--- config.mk ---
export PLATFORM = sky130hd
export DESIGN_NAME = utf8_to_utf16_transcoder
export DESIGN_NICKNAME = d
export VERILOG_FILES = /design/src/hw/rtl/u8u16_pkg.sv /design/src/hw/rtl/utf8_to_utf16_transcoder.sv /design/src/hw/rtl/u8u16_front.sv /design/src/hw/rtl/u8u16_queue.sv /design/src/hw/rtl/u8u16_back.sv
export SDC_FILE = /design/constraint.sdc
export NUM_CORES = 1
export LEC_CHECK = 0
export BUFFER_PORTS_ARGS = -buffer_cell sky130_fd_sc_hd__clkbuf_2
export CAP_MARGIN = 20
export CORE_UTILIZATION = 45
export CTS_CLUSTER_SIZE = 40
export DETAILED_ROUTE_END_ITERATION = 6
export MAX_ROUTING_LAYER = met4
export PLACE_DENSITY_LB_ADDON = 0.25
export SLEW_MARGIN = 20
export SYNTH_ARGS = -nofsm -noshare
export SYNTH_HDL_FRONTEND = slang
export SYNTH_SLANG_ARGS = --single-unit
--- constraint.sdc ---
create_clock -name clk_i -period 2.9 [get_ports clk_i]
set_input_delay 0.58 -clock clk_i [delete_from_list [all_inputs] [get_ports clk_i]]
set_output_delay 0.58 -clock clk_i [all_outputs]
set_load 0.02 [all_outputs]
--- src/hw/rtl/u8u16_pkg.sv ---
// Shared types and constants of the UTF-8 to UTF-16 transcoder
`default_nettype none

package u8u16_pkg;

  localparam int unsigned QueueDepthDefault = 4;

  localparam int unsigned ByteW  = 8;
  localparam int unsigned UnitW  = 16;
  localparam int unsigned PointW = 21;
  localparam int unsigned PairW  = 20;

  localparam logic [7:0] LeadTwo   = 8'hC0;
  localparam logic [7:0] LeadThree = 8'hE0;
  localparam logic [7:0] LeadFour  = 8'hF0;
  localparam logic [7:0] LeadBad   = 8'hF8;

  localparam logic [PointW-1:0] MinTwo      = 21'h00080;
  localparam logic [PointW-1:0] MinThree    = 21'h00800;
  localparam logic [PointW-1:0] MinFour     = 21'h10000;
  localparam logic [PointW-1:0] SurrLo      = 21'h0D800;
  localparam logic [PointW-1:0] SurrHi      = 21'h0E000;
  localparam logic [PointW-1:0] PointLimit  = 21'h110000;

  localparam logic [UnitW-1:0] HighSurrBase = 16'hD800;
  localparam logic [UnitW-1:0] LowSurrBase  = 16'hDC00;

  localparam logic [1:0] SeqTwo   = 2'd1;
  localparam logic [1:0] SeqThree = 2'd2;
  localparam logic [1:0] SeqFour  = 2'd3;

  typedef enum logic [1:0] {
    KIND_UNIT,
    KIND_PAIR,
    KIND_ERROR
  } kind_e;

  typedef struct packed {
    kind_e            kind;
    logic [PairW-1:0] val;
  } entry_t;

endpackage

`default_nettype wire

--- src/hw/rtl/utf8_to_utf16_transcoder.sv ---
// Path: a byte that completes a code point writes its result into the result queue, and
// the emitter then loads it into the output register, from which it transfers out.
// Throughput: one byte and one output unit per cycle while neither side stalls; a surrogate pair
// takes two output units, which its four input bytes cover, so only output stalls slow the input.
// The input stalls only while the result queue between decoder and emitter is full.
// Reset (rst_ni low, asynchronous): decoder idle, queue empty, no result pending.
`default_nettype none

module utf8_to_utf16_transcoder
  import u8u16_pkg::*;
#(
  parameter int unsigned QueueDepth = QueueDepthDefault
) (
  input  wire logic             clk_i,
  input  wire logic             rst_ni,
  input  wire logic             in_valid_i,
  output logic                  in_stall_o,
  input  wire logic [ByteW-1:0] data_byte_i,
  output logic                  out_valid_o,
  input  wire logic             out_stall_i,
  output logic [UnitW-1:0]      code_unit_o,
  output logic                  is_error_o,
  output logic                  is_last_o
);

  logic   accept;
  logic   push;
  entry_t entry;
  entry_t head;
  logic   pop;
  logic   empty;
  logic   full;

  assign in_stall_o = full;
  assign accept     = in_valid_i && !full;

  u8u16_front u_front (
    .clk_i       (clk_i),
    .rst_ni      (rst_ni),
    .accept_i    (accept),
    .data_byte_i (data_byte_i),
    .push_o      (push),
    .entry_o     (entry)
  );

  u8u16_queue #(
    .Depth (QueueDepth)
  ) u_queue (
    .clk_i   (clk_i),
    .rst_ni  (rst_ni),
    .push_i  (push),
    .entry_i (entry),
    .pop_i   (pop),
    .head_o  (head),
    .empty_o (empty),
    .full_o  (full)
  );

  u8u16_back u_back (
    .clk_i       (clk_i),
    .rst_ni      (rst_ni),
    .head_i      (head),
    .empty_i     (empty),
    .pop_o       (pop),
    .out_valid_o (out_valid_o),
    .out_stall_i (out_stall_i),
    .code_unit_o (code_unit_o),
    .is_error_o  (is_error_o),
    .is_last_o   (is_last_o)
  );

endmodule

`default_nettype wire

--- src/hw/rtl/u8u16_front.sv ---
// Front decoder: accepts bytes, tracks the open sequence, classifies results
`default_nettype none

module u8u16_front
  import u8u16_pkg::*;
(
  input  wire logic             clk_i,
  input  wire logic             rst_ni,
  input  wire logic             accept_i,
  input  wire logic [ByteW-1:0] data_byte_i,
  output logic                  push_o,
  output entry_t                entry_o
);

  logic [PointW-1:0] point_q, point_d;
  logic [1:0]        due_q, due_d;
  logic [1:0]        len_q, len_d;
  logic [PointW-1:0] point_next;
  logic [PointW-1:0] min_val;
  logic [PointW-1:0] pair_val;

  assign point_next = {point_q[PointW-7:0], data_byte_i[5:0]};
  assign pair_val   = point_next - MinFour;

  always_comb begin
    unique case (len_q)
      SeqTwo:   min_val = MinTwo;
      SeqThree: min_val = MinThree;
      default:  min_val = MinFour;
    endcase
  end

  always_comb begin
    point_d = point_q;
    due_d   = due_q;
    len_d   = len_q;
    push_o  = 1'b0;
    entry_o = '{kind: KIND_UNIT, val: '0};
    if (accept_i) begin
      if (due_q == 2'd0) begin
        if (!data_byte_i[7]) begin
          push_o  = 1'b1;
          entry_o = '{kind: KIND_UNIT, val: PairW'(data_byte_i)};
        end else if (data_byte_i < LeadTwo || data_byte_i >= LeadBad) begin
          push_o  = 1'b1;
          entry_o = '{kind: KIND_ERROR, val: '0};
        end else if (data_byte_i < LeadThree) begin
          point_d = PointW'(data_byte_i[4:0]);
          len_d   = SeqTwo;
          due_d   = SeqTwo;
        end else if (data_byte_i < LeadFour) begin
          point_d = PointW'(data_byte_i[3:0]);
          len_d   = SeqThree;
          due_d   = SeqThree;
        end else begin
          point_d = PointW'(data_byte_i[2:0]);
          len_d   = SeqFour;
          due_d   = SeqFour;
        end
      end else if (data_byte_i[7:6] != 2'b10) begin
        point_d = '0;
        due_d   = 2'd0;
        len_d   = 2'd0;
        push_o  = 1'b1;
        entry_o = '{kind: KIND_ERROR, val: '0};
      end else if (due_q != 2'd1) begin
        point_d = point_next;
        due_d   = due_q - 2'd1;
      end else begin
        point_d = '0;
        due_d   = 2'd0;
        len_d   = 2'd0;
        push_o  = 1'b1;
        priority if (point_next < min_val || point_next >= PointLimit ||
                     (point_next >= SurrLo && point_next < SurrHi)) begin
          entry_o = '{kind: KIND_ERROR, val: '0};
        end else if (point_next < MinFour) begin
          entry_o = '{kind: KIND_UNIT, val: point_next[PairW-1:0]};
        end else begin
          entry_o = '{kind: KIND_PAIR, val: pair_val[PairW-1:0]};
        end
      end
    end
  end

  always_ff @(posedge clk_i or negedge rst_ni) begin
    if (!rst_ni) begin
      point_q <= '0;
      due_q   <= 2'd0;
      len_q   <= 2'd0;
    end else begin
      point_q <= point_d;
      due_q   <= due_d;
      len_q   <= len_d;
    end
  end

endmodule

`default_nettype wire

--- src/hw/rtl/u8u16_queue.sv ---
// Short queue of classified results between the decoder and the emitter
`default_nettype none

module u8u16_queue
  import u8u16_pkg::*;
#(
  parameter int unsigned Depth = QueueDepthDefault
) (
  input  wire logic   clk_i,
  input  wire logic   rst_ni,
  input  wire logic   push_i,
  input  wire entry_t entry_i,
  input  wire logic   pop_i,
  output entry_t      head_o,
  output logic        empty_o,
  output logic        full_o
);

  localparam int unsigned PtrW = $clog2(Depth);
  localparam int unsigned CntW = $clog2(Depth + 1);

  entry_t          mem_q [Depth];
  logic [PtrW-1:0] wr_ptr_q, wr_ptr_d;
  logic [PtrW-1:0] rd_ptr_q, rd_ptr_d;
  logic [CntW-1:0] count_q, count_d;
  logic            do_push, do_pop;

  assign empty_o = (count_q == '0);
  assign full_o  = (count_q == CntW'(Depth));
  assign head_o  = mem_q[rd_ptr_q];
  assign do_push = push_i && !full_o;
  assign do_pop  = pop_i && !empty_o;

  always_comb begin
    wr_ptr_d = wr_ptr_q;
    rd_ptr_d = rd_ptr_q;
    count_d  = count_q;
    if (do_push) begin
      wr_ptr_d = (wr_ptr_q == PtrW'(Depth - 1)) ? '0 : wr_ptr_q + 1'b1;
    end
    if (do_pop) begin
      rd_ptr_d = (rd_ptr_q == PtrW'(Depth - 1)) ? '0 : rd_ptr_q + 1'b1;
    end
    if (do_push && !do_pop) begin
      count_d = count_q + 1'b1;
    end else if (do_pop && !do_push) begin
      count_d = count_q - 1'b1;
    end
  end

  always_ff @(posedge clk_i) begin
    if (do_push) begin
      mem_q[wr_ptr_q] <= entry_i;
    end
  end

  always_ff @(posedge clk_i or negedge rst_ni) begin
    if (!rst_ni) begin
      wr_ptr_q <= '0;
      rd_ptr_q <= '0;
      count_q  <= '0;
    end else begin
      wr_ptr_q <= wr_ptr_d;
      rd_ptr_q <= rd_ptr_d;
      count_q  <= count_d;
    end
  end

endmodule

`default_nettype wire

--- src/hw/rtl/u8u16_back.sv ---
// Back emitter: turns queued results into UTF-16 units in an output register
`default_nettype none

module u8u16_back
  import u8u16_pkg::*;
(
  input  wire logic             clk_i,
  input  wire logic             rst_ni,
  input  wire entry_t           head_i,
  input  wire logic             empty_i,
  output logic                  pop_o,
  output logic                  out_valid_o,
  input  wire logic             out_stall_i,
  output logic [UnitW-1:0]      code_unit_o,
  output logic                  is_error_o,
  output logic                  is_last_o
);

  logic             valid_q, valid_d;
  logic             half_q, half_d;
  logic [UnitW-1:0] unit_q, unit_d;
  logic             err_q, err_d;
  logic             last_q, last_d;
  logic             load;

  assign load = !valid_q || !out_stall_i;

  always_comb begin
    valid_d = valid_q;
    half_d  = half_q;
    unit_d  = unit_q;
    err_d   = err_q;
    last_d  = last_q;
    pop_o   = 1'b0;
    if (load) begin
      valid_d = !empty_i;
      if (!empty_i) begin
        unique case (head_i.kind)
          KIND_UNIT: begin
            unit_d = head_i.val[UnitW-1:0];
            err_d  = 1'b0;
            last_d = 1'b1;
            pop_o  = 1'b1;
          end
          KIND_PAIR: begin
            err_d = 1'b0;
            if (!half_q) begin
              unit_d = HighSurrBase + UnitW'(head_i.val[PairW-1:10]);
              last_d = 1'b0;
              half_d = 1'b1;
            end else begin
              unit_d = LowSurrBase + UnitW'(head_i.val[9:0]);
              last_d = 1'b1;
              half_d = 1'b0;
              pop_o  = 1'b1;
            end
          end
          default: begin
            unit_d = '0;
            err_d  = 1'b1;
            last_d = 1'b1;
            pop_o  = 1'b1;
          end
        endcase
      end
    end
  end

  always_ff @(posedge clk_i or negedge rst_ni) begin
    if (!rst_ni) begin
      valid_q <= 1'b0;
      half_q  <= 1'b0;
    end else begin
      valid_q <= valid_d;
      half_q  <= half_d;
    end
  end

  always_ff @(posedge clk_i) begin
    unit_q <= unit_d;
    err_q  <= err_d;
    last_q <= last_d;
  end

  assign out_valid_o = valid_q;
  assign code_unit_o = unit_q;
  assign is_error_o  = err_q;
  assign is_last_o   = last_q;

endmodule

`default_nettype wire

==> Yosys cells after proc, flatten, opt, wreduce, memory -nomap -nowiden <==
Memory sizes are Yosys's and may differ from the RTL's.
Cells that the tools add are included.
{ "totals": {"register_bits": 46, "ram_bits": 88, "word_cells": 112, "mem_count": 1} }
{ "classes": {"n_addsub": 8, "order_cmp": 9, "n_eq_ne": 11, "n_mux": 46, "n_bitwise": 1, "n_reduce_logical": 25} }
{ "memory_table": {"columns": ["name", "depth", "width", "read_ports", "rd_clocked_by_memory_dff", "write_ports", "line_no", "source"], "rows": [
  ["u_queue.mem_q", 4, 22, 1, 0, 1, "u8u16_queue.sv:22", "entry_t mem_q [Depth];"]
]} }
{ "op_table": {"columns": ["op", "n"], "rows": [
  ["2-to-1 mux 22 bit", 7],
  ["2-to-1 mux 15 bit", 5],
  ["one-hot mux 17 bit (2 select lines)", 1],
  ["adder 15 x 11 -> 16 bit, first input constant", 2],
  ["one-hot mux 16 bit (2 select lines)", 1],
  ["< comparator 8 bit, second input constant", 3],
  ["2-to-1 mux 2 bit", 11],
  ["greater-or-equal comparator 21 x 16 -> 1 bit, second input constant", 1],
  ["greater-or-equal comparator 21 bit, second input constant", 1],
  ["< comparator 21 x 16 -> 1 bit, second input constant", 1],
  ["< comparator 21 x 17 -> 1 bit", 1],
  ["< comparator 21 x 17 -> 1 bit, second input constant", 1],
  ["2-to-1 mux 21 bit", 1],
  ["subtractor 20 x 17 -> 20 bit, second input constant", 1],
  ["2-to-1 mux 16 bit", 1],
  ["2-to-1 mux 1 bit", 15],
  ["greater-or-equal comparator 8 bit, second input constant", 1],
  ["== test 2 bit, second input constant", 3],
  ["logical AND 1 bit", 6],
  ["zero test 1 bit", 6],
  ["2-to-1 mux 3 bit", 2],
  ["!= test 2 bit, second input constant", 3],
  ["AND reduction 3 bit", 2],
  ["2-to-1 mux 5 bit", 1],
  ["other kinds (17)", 23]
]} }

==> Longest topological paths before layout <==
Gate-level depths: netlist (run 1).
{ "depth": {"word_depth": 11, "ltp_mapped": 11} }

==> By module <==
From an unflattened synthesis (run 1), not the netlist that was laid out.
{ "hier_totals": {"hier_cells": 389, "area_unflattened_um2": 5905.7} }
{ "modules_own_cells": {"columns": ["mod", "instances", "cells_each", "area_per_inst_um2", "seq_area_each_um2"], "rows": [
  ["u8u16_queue", 1, 152, 3613.5, 2817.7],
  ["u8u16_front", 1, 160, 1418.9, 475.5],
  ["u8u16_back", 1, 76, 859.6, 590.6],
  ["utf8_to_utf16_transcoder", 1, 1, 13.8, 0.0]
]} }

==> Worst setup path after synthesis (run 1) <==
Ideal clock, no wire load.
{ "synth_path": {"kind": "input to register", "startpoint": "in out_stall_i", "endpoint": "reg u_queue.count_q[1]", "setup_ns": 0.125, "arrival_ns": 2.747, "required_ns": 2.775, "slack_ns": 0.028, "cell_stages": 6, "cell_sequence": "a21oi_1 > o21ai_2 > ha_1 > inv_1 > fa_1 > mux2_2"} }
{ "synth_between": {"elab_chain_len": 7, "elab_cells_between_ends": 9} }
{ "synth_rtl": {"columns": ["element", "line_no", "source"], "rows": [
  ["from (decl)", "utf8_to_utf16_transcoder.sv:20", "input wire logic out_stall_i,"],
  ["zero test 1 bit", "u8u16_back.sv:26", "assign load = !valid_q || !out_stall_i;"],
  ["logical OR 1 bit", "u8u16_back.sv:26", null],
  ["2-to-1 mux 1 bit", "u8u16_back.sv:35", "if (load) begin"],
  ["logical AND 1 bit", "u8u16_queue.sv:32", "assign do_pop = pop_i && !empty_o;"],
  ["zero test 1 bit", "u8u16_queue.sv:44", "if (do_push && !do_pop) begin"],
  ["logical AND 1 bit", "u8u16_queue.sv:44", null],
  ["2-to-1 mux 3 bit", "u8u16_queue.sv:44", null],
  ["via u_queue.count_d[1]", "u8u16_queue.sv:25", "logic [CntW-1:0] count_q, count_d;"],
  ["to (signal assigned)", "u8u16_queue.sv:65", "count_q <= count_d;"],
  ["to (decl)", "u8u16_queue.sv:25", null]
]} }
The timed path passes the listed nets, and every way through them passes these cells.
A chain may end at the register's enable or synchronous reset.

==> results of run 1 <==
## power by group
part	internal, uW	switching [uW]	total, uW
clock network	1240	752	1990
logic	1060	1440	2500
registers	2690	217	2910
## logic make-up (layout without fill, tap and decap cells)
family / count (synthesis) / after routing / synth area share
DFF: 134 / 134 / 0.655
and+or+nand+nor: 107 / 107 / 0.0971
adders and majority gates: 15 / 15 / 0.0329
AOI/OAI and AO/OA: 32 / 32 / 0.0407
buffers and inverters: 37 / 97 / 0.0295
muxes: 50 / 50 / 0.136
xor gates and xnor gates: 6 / 6 / 0.00886
## cells in the final DEF, fill, tap and decap left out, drive strengths merged, types with 5 or more instances in the layout
| cell | synthesis | final |
|---|---|---|
| clkbuf | 5 | 51 |
| nor2b | 5 | 5 |
| nor4 | 8 | 8 |
| buf | 14 | 16 |
| inv | 18 | 18 |
| mux2i | 13 | 13 |
| mux2 | 14 | 14 |
| dfrtp | 28 | 28 |
| nand2b | 6 | 6 |
| ha | 14 | 14 |
| nor3 | 8 | 8 |
| nand3 | 15 | 15 |
| clkinv | 0 | 7 |
| edfxtp | 106 | 106 |
| o31ai | 7 | 7 |
| nor3b | 9 | 9 |
| nand2 | 15 | 15 |
| o21ai | 8 | 8 |
| a22o | 7 | 7 |
| mux4 | 23 | 23 |
| nor2 | 26 | 26 |
## path summary, 6_finish.rpt
kind,from,endpoint,depth (start not counted)
max,u_front.due_q[0],u_queue.mem_q[1][17],6
min,rst_ni,u_queue.count_q[0],1
max reg2reg,u_front.due_q[0],u_queue.mem_q[1][17],6
min reg2reg,u_queue.count_q[2],u_queue.count_q[2],1
max in group asynchronous,rst_ni,u_front.point_q[7],1
min in group clk_i,out_stall_i,u_back.out_valid_o,3
## area by class of cell
class / instances / area [um2] / share of cell area
inverters: 18 / 67.6 / 0.00984
flip-flops and latches: 134 / 3880 / 0.566
clock inverters: 12 / 111 / 0.0162
repair buffers: 47 / 275 / 0.0401
multi-input cells: 210 / 1870 / 0.273
clock buffers: 20 / 437 / 0.0636
well taps: 172 / 215 / 0.0314
## flip-flops by register name, indices dropped and copies added, names as in the netlist
signal,count
u_front.len_q,2
u_back.code_unit_o,16
u_queue.wr_ptr_q,2
u_queue.rd_ptr_q,2
u_queue.mem_q,88
u_back.half_q,1
u_queue.count_q,3
u_back.out_valid_o,1
u_back.is_last_o,1
u_front.due_q,2
u_front.point_q,15
u_back.is_error_o,1
## synth_stat cells, types with 4 or more instances
master    number
dfrtp_1       28
nand2b_1       5
nor2b_1        5
nor2_1        26
clkbuf_1       5
mux4_2        23
mux2_2        14
nand3_1       15
a22o_1         7
mux2i_1       13
nor4_1         8
ha_1          14
xnor2_1        4
and2_1         4
o31ai_1        7
nor3b_1        8
inv_1         18
nor3_1         8
buf_2          8
edfxtp_1     106
nand2_1       14
## layer usage
metal  up-vias  global-route usage  wire length (um)
li1       1554                   -                 -
met3        12              0.0577               465
met1      1629               0.247              5150
met4         0              0.0743               173
met2        71               0.287              5330
met5         -                   -                 0
## per-stage QoR
step / total power, uW / area [um2]
finish: 7400 / 6860
detailed placement: 5480 / 6320
floorplan: 4810 / 5930
CTS: 7480 / 6860
global route: 7850 / 6860
global placement: 5420 / 6320
==> flow_summary.json, run 1 <==
{
  "status": "complete, no violations",
  "crit_type": "reg2reg",
  "drt-wirelength-per-cell_um": 18.1,
  "crit_chain": "inv_1 > ha_1 > nor4bb_1 > and4b_1 > o21ai_2 > nor4_1",
  "rows": 41,
  "postRouteAntennaNets": 0,
  "cts_root_buf": "clkbuf_16",
  "crit_arrival_ns": 2.64,
  "cp_slowest_cell": "nor4_1",
  "utilization": 0.540,
  "final_layout_size_suffix_gt1_frac": 0.261,
  "ys_types": 48,
  "syn_nets": 408,
  "synth_edf_count": 106,
  "tightest_slew_ns": 0.775,
  "synthTopCellsByArea": "edfxtp_1, dfrtp_1, mux4_2",
  "viasPerCell": 5.33,
  "drtPass1Iterations": 4,
  "htree_levels": 4,
  "cts_resized": 0,
  "period_share": 0.863,
  "critPathLaunchType": "flip-flop",
  "ys_ff_latch": 134,
  "cpPeakStageDelay_ns": 0.58,
  "drt_iter0_drc": 227,
  "avgSynthCellArea_um2": 15.6,
  "hpwl_um": 7350,
  "worst-path-buf-inv": 1,
  "port_buffers": 31,
  "slew_headroom": 0.482,
  "cp.required_ns": 3.03,
  "core_mm2": 0.0127,
  "fin_worst_skew_ns": 0.00647,
  "num_antenna_cells": 0,
  "antenna_found_initial": 0,
  "grt_pass1_vias": 3260,
  "nFillCells": 1069,
  "cap_violations": 0,
  "synth_top_area_frac": 0.537,
  "setup_tns_ns": 0,
  "preCtsSetupSlack_ns": 0.412,
  "whs_ns": 0.212,
  "num_io_pins": 32,
  "powerDensity_mw_per_mm2": 1080,
  "cts-buffers-inserted": 17,
  "dp_cells": 581,
  "area_delta_synth_final_pct": 15.8,
  "place.gp.congestion": 0.869,
  "cts_tree": "yes",
  "fmax_mhz": 399,
  "die_h_um": 117,
  "leakage_uw": 0.00256,
  "final_nets": 455,
  "worst_slack_ns": 0.396,
  "grt_usage": 0.192,
  "ys_warn_count": 0,
  "insertion_delay_ns": 0.42,
  "synth.largest_area_cell": "edfxtp_1",
  "hold_viol_final": 0,
  "stdcell_count": 613,
  "setup_violations": 0,
  "initial_core_util": 0.466,
  "grt_pass1_wl_um": 17900,
  "yosysSeqAreaShare": 0.655,
  "die_width_um": 117,
  "rsz0062_at_grt": "no",
  "cp_top_family": "simple AND/OR/NAND/NOR gates",
  "grt_overflow_total": 0,
  "grt_max_degree": 29,
  "maxSlewViolCount": 0,
  "cts.sinks": 134,
  "vias": 3266,
  "routed_wl_um": 11100,
  "min_path_type": "in2async",
  "endpoint_kind": "flip-flop",
  "cts.path.max_buffers": 2,
  "post_cts_buffers": 0,
  "period_minus_slack_ns": 2.50,
  "async_flop_share": 0.209,
  "clk_pin_slew_ns": 0.05,
  "drc_errors": 0,
  "synthesis.area_mm2": 0.00593,
  "r2r_slack_ns": 0.40,
  "holdBufCountCts": 0,
  "syn_inst": 381,
  "ir_drop_mv": 0.538,
  "dieArea_mm2": 0.0136,
  "crit_fanout": 14,
  "synth_flop_cell": "edfxtp_1"
}
No activity file was read; power rests on OpenSTA's default activity.
==> inputs of run 2 (changes only) <==
- CELL_PAD_IN_SITES_DETAIL_PLACEMENT: not set -> 0
- CELL_PAD_IN_SITES_GLOBAL_PLACEMENT: not set -> 1
==> run 2 against run 1 <==
  * Combinational power is essentially flat
  * Clock power increased by 9%
  * Count of clock-buffer cells in the layout shrank 1
  * Non-clock buffer count increased by 2
  * Utilization increased by 0.57 points
  * Highest routed layer unchanged
==> flow_summary.json, run 2 (synthesis results as in run 1) <==
{
  "status": "complete, no violations",
  "viasPerCell": 5.40,
  "die_width_um": 117,
  "top_register": "u_queue.mem_q",
  "top_usage_layer": "met2",
  "num_io_pins": 32,
  "min_path_type": "in2async",
  "drc_errors": 0,
  "rows": 41,
  "p_int_uw": 5150,
  "maxSlewViolCount": 0,
  "grt_max_degree": 29,
  "drtPass1Iterations": 5,
  "drt_iter0_drc": 204,
  "pwr-share-clk": 0.286,
  "fin_worst_skew_ns": 0.00680,
  "cts-buffers-inserted": 17,
  "setup_violations": 0,
  "stdcell_count": 615,
  "dieArea_mm2": 0.0136,
  "cts_root_buf": "clkbuf_16",
  "worst_slack_ns": 0.394,
  "place.gp.congestion": 0.844,
  "insertion_delay_ns": 0.42,
  "crit_fanout": 3,
  "die_h_um": 117,
  "setup_tns_ns": 0,
  "core_mm2": 0.0127,
  "preCtsSetupSlack_ns": 0.405,
  "hold_viol_final": 0,
  "cp.required_ns": 3.24,
  "cts.path.max_buffers": 2,
  "grt_usage": 0.188,
  "antenna_found_initial": 0,
  "layout_commonest_cell": "edfxtp_1",
  "final_layout_size_suffix_gt1_frac": 0.278,
  "final_nets": 457,
  "dp_cells": 583,
  "post_cts_buffers": 0,
  "final_area_mm2": 0.00694,
  "slew_headroom": 0.491,
  "leakage_uw": 0.00261,
  "grt_overflow_total": 0,
  "area_delta_synth_final_pct": 17.0,
  "vias": 3321,
  "use_met3": 0.0422,
  "met1_usage": 0.241,
  "htree_levels": 4,
  "initial_core_util": 0.466,
  "crit_arrival_ns": 2.85,
  "p_switching_uw": 2420,
  "cap_violations": 0,
  "endpoint_kind": "flip-flop",
  "cts_resized": 0,
  "rsz0062_at_grt": "no",
  "period_share": 0.864,
  "place_area_mm2": 0.00633,
  "grt_pass1_wl_um": 17700,
  "met2_usage": 0.288,
  "grt_pass1_vias": 3314,
  "cts.sinks": 134,
  "p_sw_frac": 0.320,
  "ir_drop_mv": 0.421,
  "clk_pin_slew_ns": 0.06,
  "largest_register_ffs": 88,
  "holdBufCountCts": 0,
  "crit_type": "reg2reg",
  "routed_wl_um": 11000,
  "p_seq_frac": 0.383,
  "drt-wirelength-per-cell_um": 18.0,
  "period_minus_slack_ns": 2.51,
  "postRouteAntennaNets": 0,
  "final_cell_mix": "edfxtp_1, clkbuf_2, dfrtp_1, nor2_1, mux4_2",
  "fmax_mhz": 399,
  "critPathLaunchType": "flip-flop",
  "num_antenna_cells": 0,
  "cts_tree": "yes",
  "share_comb_of_total_power": 0.331,
  "port_buffers": 31,
  "hpwl_um": 7390,
  "powerDensity_mw_per_mm2": 1090,
  "tightest_slew_ns": 0.764
}
run 2: cell types whose count changed in the layout (fill, tap and decap cells not counted):
| cell | change |
|---|---|
| clkinv_1 | -3 |
| inv_6 | +2 |
| buf_4 | +2 |
| clkbuf_8 | +2 |
| clkinv_2 | +1 |
| bufinv_16 | +1 |
| clkbuf_1 | -3 |
run 2: per-stage QoR:
| stage | hold slack (ns) | utilization | total power, uW |
|---|---|---|---|
| 3_5_place_dp | 0.482 | 0.498 | 5490 |
| 2_1_floorplan | 0.284 | - | 4810 |
| 3_3_place_gp | 0.472 | 0.498 | 5460 |
| 6_report | 0.228 | 0.545 | 7570 |
| 4_1_cts | 0.250 | 0.545 | 7670 |
| 5_1_grt | 0.300 | 0.545 | 8020 |
run 2: final cells by class:
class | count | area [um2]
Fill cell | 1058 | 5790
Sequential cell | 134 | 3880
Multi-Input combinational cell | 210 | 1870
Clock buffer | 19 | 453
Timing Repair Buffer | 49 | 290
Tap cell | 172 | 215
Clock inverter | 13 | 153
Inverter | 18 | 67.6
run 2: critical path, stage by stage, from the launching register on:
cell	delay, ns
edfxtp_1	0.40
nand2b_1	0.16
mux4_2	0.49
o21ai_2	0.24
ha_1	0.23
inv_1	0.07
fa_1	0.43
xor2_1	0.17
nor2_1	0.11
xor2_1	0.14
run 2: worst paths after layout:
kind,startpoint,endpoint,slack (ns),cells past startpoint
worst max-delay path,u_queue.mem_q[3][21],u_queue.count_q[2],0.39,9
worst min-delay path,rst_ni,u_queue.count_q[1],0.23,1
worst max register to register,u_queue.mem_q[3][21],u_queue.count_q[2],0.39,9
worst min register to register,u_queue.count_q[2],u_queue.count_q[2],0.49,1
max in group asynchronous,rst_ni,u_front.point_q[3],2.18,1
min in group clk_i,out_stall_i,u_back.out_valid_o,0.39,3
run 2: metal layers:
layer | vias up | share of wire
met5 | - | 0
met4 | 0 | 0.017
met3 | 21 | 0.039
met2 | 83 | 0.48
met1 | 1658 | 0.46
li1 | 1559 | -
run 2: power groups by stage:
| stage | registers (uW) | clock network, uW | logic, uW |
|---|---|---|---|
| after floorplan | 3060 | 0 | 1750 |
| after global placement | 2920 | 0 | 2530 |
| after detailed placement | 2940 | 0 | 2550 |
| after CTS | 2910 | 2200 | 2560 |
| after global routing | 2960 | 2280 | 2780 |
| final | 2900 | 2170 | 2510 |
